### config.mk
export PLATFORM = sky130hd
export DESIGN_NAME = tta_stride_calc
export DESIGN_NICKNAME = d
export VERILOG_FILES = /design/src/hdl/tta_pkg.sv /design/src/hdl/tta_stride_calc.sv
export SDC_FILE = /design/constraint.sdc
export NUM_CORES = 1
export LEC_CHECK = 0
export ABC_CLOCK_PERIOD_IN_PS = 19600
export BUFFER_PORTS_ARGS = -buffer_cell sky130_fd_sc_hd__clkbuf_2
export CORE_MARGIN = 2
export CORE_UTILIZATION = 66
export DETAILED_ROUTE_END_ITERATION = 7
export PLACE_DENSITY = 0.95
export SLEW_MARGIN = 0
export SYNTH_ARGS = -nofsm -noshare
export SYNTH_HDL_FRONTEND = slang
export SYNTH_SLANG_ARGS = --single-unit
export TNS_END_PERCENT = 100
### constraint.sdc
create_clock -name i_clk -period 19.6 [get_ports i_clk]
set_input_delay 3.92 -clock i_clk [delete_from_list [all_inputs] [get_ports i_clk]]
set_output_delay 3.92 -clock i_clk [all_outputs]
set_load 0.05 [all_outputs]
### src/hdl/tta_pkg.sv
// Shared constants and types for the tile address generator.
package tta_pkg;

    // Fixed widths of the transaction fields
    localparam int OFFSET_W   = 32;
    localparam int CFG_DATA_W = 64;
    localparam int CFG_IDX_W  = 2;
    localparam int ELEM_W     = 4;

    // Register indexes on the configuration channel
    localparam logic [CFG_IDX_W-1:0] CFG_INPUT_DIMS    = 2'd0;
    localparam logic [CFG_IDX_W-1:0] CFG_REPEAT_COUNTS = 2'd1;
    localparam logic [CFG_IDX_W-1:0] CFG_ELEMENT_BYTES = 2'd2;

    typedef logic [OFFSET_W-1:0]   t_offset;
    typedef logic [CFG_DATA_W-1:0] t_cfg_data;
    typedef logic [CFG_IDX_W-1:0]  t_cfg_idx;
    typedef logic [ELEM_W-1:0]     t_elem_bytes;

endpackage

### src/hdl/tta_stride_calc.sv
// Sequential per-axis byte stride calculation, one axis per cycle.
module tta_stride_calc
    import tta_pkg::*;
#(
    parameter int MAX_RANK = 4,
    parameter int DIM_BITS = 16
) (
    input  logic                i_clk,
    input  logic                i_rst_n,
    input  logic                i_start,
    input  t_elem_bytes         i_elem_bytes,
    input  logic [DIM_BITS-1:0] i_dim [MAX_RANK],
    output t_offset             o_step [MAX_RANK],
    output logic                o_busy
);

    localparam int IDX_W = (MAX_RANK > 1) ? $clog2(MAX_RANK) : 1;
    localparam logic [IDX_W-1:0] LAST_IDX = IDX_W'(MAX_RANK - 1);

    logic             r_busy;
    logic [IDX_W-1:0] r_idx;
    t_offset          r_acc;
    t_offset          r_step [MAX_RANK];
    t_offset          n_acc;

    // Running product of inner sizes times element size, modulo 2^32
    assign n_acc = OFFSET_W'(r_acc * OFFSET_W'(i_dim[r_idx]));

    always_ff @(posedge i_clk) begin
        if (!i_rst_n) begin
            r_busy <= 1'b0;
            r_idx  <= '0;
            r_acc  <= OFFSET_W'(1);
            for (int a = 0; a < MAX_RANK; a++) begin
                r_step[a] <= OFFSET_W'(1);
            end
        end else if (i_start) begin
            r_busy <= 1'b1;
            r_idx  <= '0;
            r_acc  <= OFFSET_W'(i_elem_bytes);
        end else if (r_busy) begin
            r_step[r_idx] <= r_acc;
            r_acc         <= n_acc;
            if (r_idx == LAST_IDX) begin
                r_busy <= 1'b0;
            end else begin
                r_idx <= r_idx + IDX_W'(1);
            end
        end
    end

    assign o_step = r_step;
    assign o_busy = r_busy;

endmodule

# [After elaboration in Yosys (flattened, before gate mapping)]
# Cells that the tools add are included.
[totals] reg_bits=163 elab_cells=33 out_inout_bits=129
[op_classes] n_reduce_logical=5 magnitude_cmp=2 multipliers=1 bitwise_logic=4 addsub=1 n_mux=11 eq_ne=1
[ops] cell="$bwmux 128" count=1
[ops] cell="$demux 32 s2" count=1
[ops] cell="$bmux 16 s2" count=1
[ops] cell="$mul 32x16->32" count=1
[ops] cell="$mux 16" count=2
[ops] cell="$mux 32" count=1
[ops] cell="$mux 4" count=2
[ops] cell="$reduce_and 2->1" count=2
[ops] cell="$ge 3x3->1 const B" count=1
[ops] cell="$lt 3x1->1 const B" count=1
[ops] cell="$mux 1" count=3
[ops] cell="$not 1->1" count=3
[ops] cell="$not 2->3" count=1
[ops] cell="$add 2x1->2 const B" count=1
[ops] cell="$eq 2x2->1 const B" count=1
[ops] cell="$reduce_bool 2->1" count=1
[ops] cell="$reduce_or 2->1" count=1
[ops] cell="$logic_and 1x1->1" count=1

# [Logic depth before layout (Yosys ltp)]
[depth] depth_word=7 mapped_depth=27 mapped_depth_nobuf=24

# [Least setup slack after synthesis]
# No wires, ideal clock.
[synth_path] kind="input to register" startpoint="input port i_dim[35] (netlist name)" endpoint="register r_acc[29]" n_path_buf=2 t_arrival_ps=9803 setup_slack_ps=9670 path_stages=25 setup_ps=128 path_cell_list="mux4_2 clkbuf_1 clkbuf_1 nand2_1 fa_1 inv_1 fa_1 inv_1 fa_1 inv_1 fa_1 fa_1 inv_1 fa_1 inv_1 ha_1 and3_1 nand3_1 or2_2 nor4_1 o211ai_1 and3_1 o21a_1 a21oi_1 nor2_1"
[synth_between] elab_chain_len=4
[synth_rtl] item="start: declaration" line="tta_stride_calc.sv:12" source="input logic [DIM_BITS-1:0] i_dim [MAX_RANK],"
[synth_rtl] item="$bmux 16 s2" line="tta_stride_calc.sv:27" source="assign n_acc = OFFSET_W'(r_acc * OFFSET_W'(i_dim[r_idx]));"
[synth_rtl] item="$mux 16 (not written as such) (2 in a row)" line="tta_stride_calc.sv:27"
[synth_rtl] item="$mul 32x16->32" line="tta_stride_calc.sv:27"
[synth_rtl] item="end signal: assignment" line="tta_stride_calc.sv:40" source="r_acc <= OFFSET_W'(i_elem_bytes);"
[synth_rtl] item="end signal: assignment" line="tta_stride_calc.sv:43" source="r_acc <= n_acc;"
[synth_rtl] item="end: declaration" line="tta_stride_calc.sv:22" source="t_offset r_acc;"
# Every way passes these cells. The select of a mux whose other input is x is not followed.
# A chain may end at the register's enable or synchronous reset.

# [Final worst setup path]
[layout_path] startpoint="input port i_dim[1] (netlist name)" endpoint="register r_acc[31]"
# Same word-level chain as after synthesis.

==> reports/results.tsv <==
metric	value	unit
status	finished with violations	
violations	design-rule violations	
via_per_inst	6.05	
totalWireLength	49.8	mm
critPathLaunchType	primary input	
netlist_instances	2080	
wl_per_cell	19.8	µm
drv_cap	0	
grt_most_used_layer	met2	
crit_type	primary input to flip-flop	
power_density	114	nW/µm²
ant_nets	0	
relSlewSlack	8.35	%
cp_top_family	adder cells	
fin_tns_setup	0	ns
use_met2	62.2	%
cts_buffers	17	
htreeDepth	4	
final_max_slew_viol_count	0	
path_cells	clkbuf_2 > mux4_2 > and2_1 > fa_1 > inv_1 > fa_1 > fa_1 > inv_1 > fa_1 > fa_1 > inv_1 > fa_1 > inv_1 > ha_1 > and3_1 > nand3_1 > or2_2 > nor4_1 > o211ai_1 > a21oi_1 > nor3_1 > nand3b_1 > a21oi_1	
syn2layout_area_growth	8.68	%
vdd_ir_drop_max	0.0000844	V
cts_setup_buffers	0	
grt_pass1_vias	16800	
grtUsageTotal	36.1	%
ctsRootBufferMaster	clkbuf_16	
num-fill-cells	1654	
r2r-start	r_idx[1]	
finalInstanceArea	19500	µm²
synth.distinct_cells	49	
cts_sinks	163	
fin_ws	9.26	ns
grt_util_met3	6.20	%
dieArea	28400	µm²
drc_errors	1	
portBuffers	199	
post_dp_cell_area	18800	µm²
worst-path-stages	23	
r2r_cells	23	
min_from	o_step[5]	
worst_path_max_delay_cell	mux4_2	
hpwl	35.7	mm
fmax	96.7	MHz
synthFlopType	dfxtp_1	
end_kind	flip-flop	
cts.clk_slew.worst_paths	0.07	ns
hold_violations	0	
p_leak	8.71	nW
hold_slack	0.470	ns
dp_slack	8.96	ns
worst-path-buf-inv	5	
crit_top_cell	fa_1	
synth.net_count	2524	
clock_latency	0.43	ns
synthesis.area	17900	µm²
rrSetupSlack	11.82	ns
grt_max_degree	133	
firstDrtPassIters	8	
ys_warn_count	0	
overflow	0	
routed-via-count	15200	
num-nets-final	2609	
worst_hold_path.endpoint	o_step[5]	
cts_tree	yes	
cts_resized	0	
critPathArrivalTime	10.69	ns
rsz0062_at_grt	no	
hold_path_depth	2	
max-clock-path-buffers	2	
grt_pass1_wl	80.6	mm
diodes	0	
synth_edf_count	0	
setup_viol	0	
crit_fanout	31	
min_path_type	flip-flop to flip-flop	
io_pins	200	
drive_above_1_share	12.0	%
worstSetupStartpoint	i_dim[1]	
fin_crit_sh	52.7	%
synth_area_per_cell	8.60	µm²
synth_top_area_share	34.0	%
yosysTopAreaCell	fa_1	
finalClockSkew	0.0136	ns
tightest_slew	1.37	ns
min_period	10.34	ns
async_reset_ff_share	0	%
synth.ff_latch_count	163	
initialDrtViolationCount	1437	
use_met1	40.4	%
die_h	169	µm
antenna_found_initial	0	
ys_seq_area_share	18.2	%
dieWidth	169	µm
rows	60	
core	26800	µm²
finalWeightedCongestion	0.951	
initial_utilization	66.8	%
ctsHoldBuffers	0	
r2r_end	r_acc[31]	
cp.required	19.95	ns
worst_path_largest_cell_delay	0.79	ns
synth.area.top_cells	fa_1 34%, dfxtp_1 18%, nand2_1 11%	
kinds of logic after synthesis:
logic type	count (synthesis)	synth area share (%)
buffers and inverters	484	10.3
DFF	163	18.2
xor gates and xnor gates	49	2.52
adders and majority gates	373	38.8
muxes	35	3.08
and+or+nand+nor	763	18.7
AOI/OAI and AO/OA	213	8.31
sequential cells by signal, indices dropped and copies added (netlist names):
register	count
r_acc	32
o_step	128
r_idx	2
o_busy	1
stage by stage:
| step | utilization [%] | instances | power, mW |
|---|---|---|---|
| after floorplan | - | 2080 | 1.47 |
| after global placement | 70.3 | 2487 | 1.76 |
| after detailed placement | 70.3 | 2487 | 1.83 |
| after CTS | 72.6 | 2519 | 2.19 |
| after global routing | 72.6 | 2519 | 2.41 |
| final | 72.6 | 2519 | 2.22 |
synth_stat cells (4+ instances only):
cell type and n:
a21o_1 8, o21bai_1 4, nand3_1 12, o21a_1 5
nor2_1 45, xor2_1 8, ha_1 69, nor3_1 11
inv_1 340, o21ai_0 17, nand2_1 514, a21boi_0 124
fa_1 304, a21oi_1 31, mux2i_1 19, o211ai_1 8
dfxtp_1 163, mux4_2 16, and2_1 162, xnor2_1 39
clkbuf_1 134, a211oi_1 5
cell usage in the layout (no fill, tap or decap), types with 12 or more instances in the layout:
| master | instances |
|---|---|
| nand3_1 | 12 |
| a21boi_0 | 124 |
| and2_1 | 162 |
| mux4_2 | 16 |
| dfxtp_1 | 163 |
| ha_1 | 69 |
| fa_1 | 304 |
| a21oi_1 | 31 |
| clkbuf_2 | 198 |
| inv_1 | 340 |
| o21ai_0 | 17 |
| xnor2_1 | 39 |
| nor2_1 | 45 |
| nand2_1 | 514 |
| clkbuf_16 | 17 |
| mux2i_1 | 19 |
how the worst max path moves through the flow:
stage / endpoint / slack (ns)
finish: r_acc[31] / 9.26
floorplan: r_acc[29] / 9.67
global route: r_acc[25] / 8.97
global placement: r_acc[29] / 9.09
detailed placement: r_acc[31] / 8.96
CTS: r_acc[31] / 9.37
power breakdown:
group          leakage [nW]  internal, mW  switching (mW)  total (mW)
Combinational          7.09         0.577           0.839        1.42
Sequential             1.32         0.350           0.102       0.452
Clock                 0.303         0.205           0.150       0.354
routing by layer:
metal	vias to the layer above	share of wire, %
met1	7424	33
met2	1085	49
li1	6402	-
met4	0	8.2
met5	-	0
met3	335	9.5
final cells by class:
class | instances | area, µm² | area share [%]
multi-input cells | 1433 | 12800 | 65.8
flip-flops and latches | 163 | 3260 | 16.8
inverters | 341 | 1280 | 6.58
repair buffers | 209 | 1070 | 5.51
well taps | 341 | 427 | 2.19
clock buffers | 17 | 425 | 2.19
clock inverters | 15 | 195 | 1.00
tightest hold or removal path, delay by kind of cell, from the launching register on:
family | cells | cell delay, ns
flops | 1 | 0.31
compound gates | 1 | 0.06
simple gates | 1 | 0.05
(Power assumes the default switching activity.)
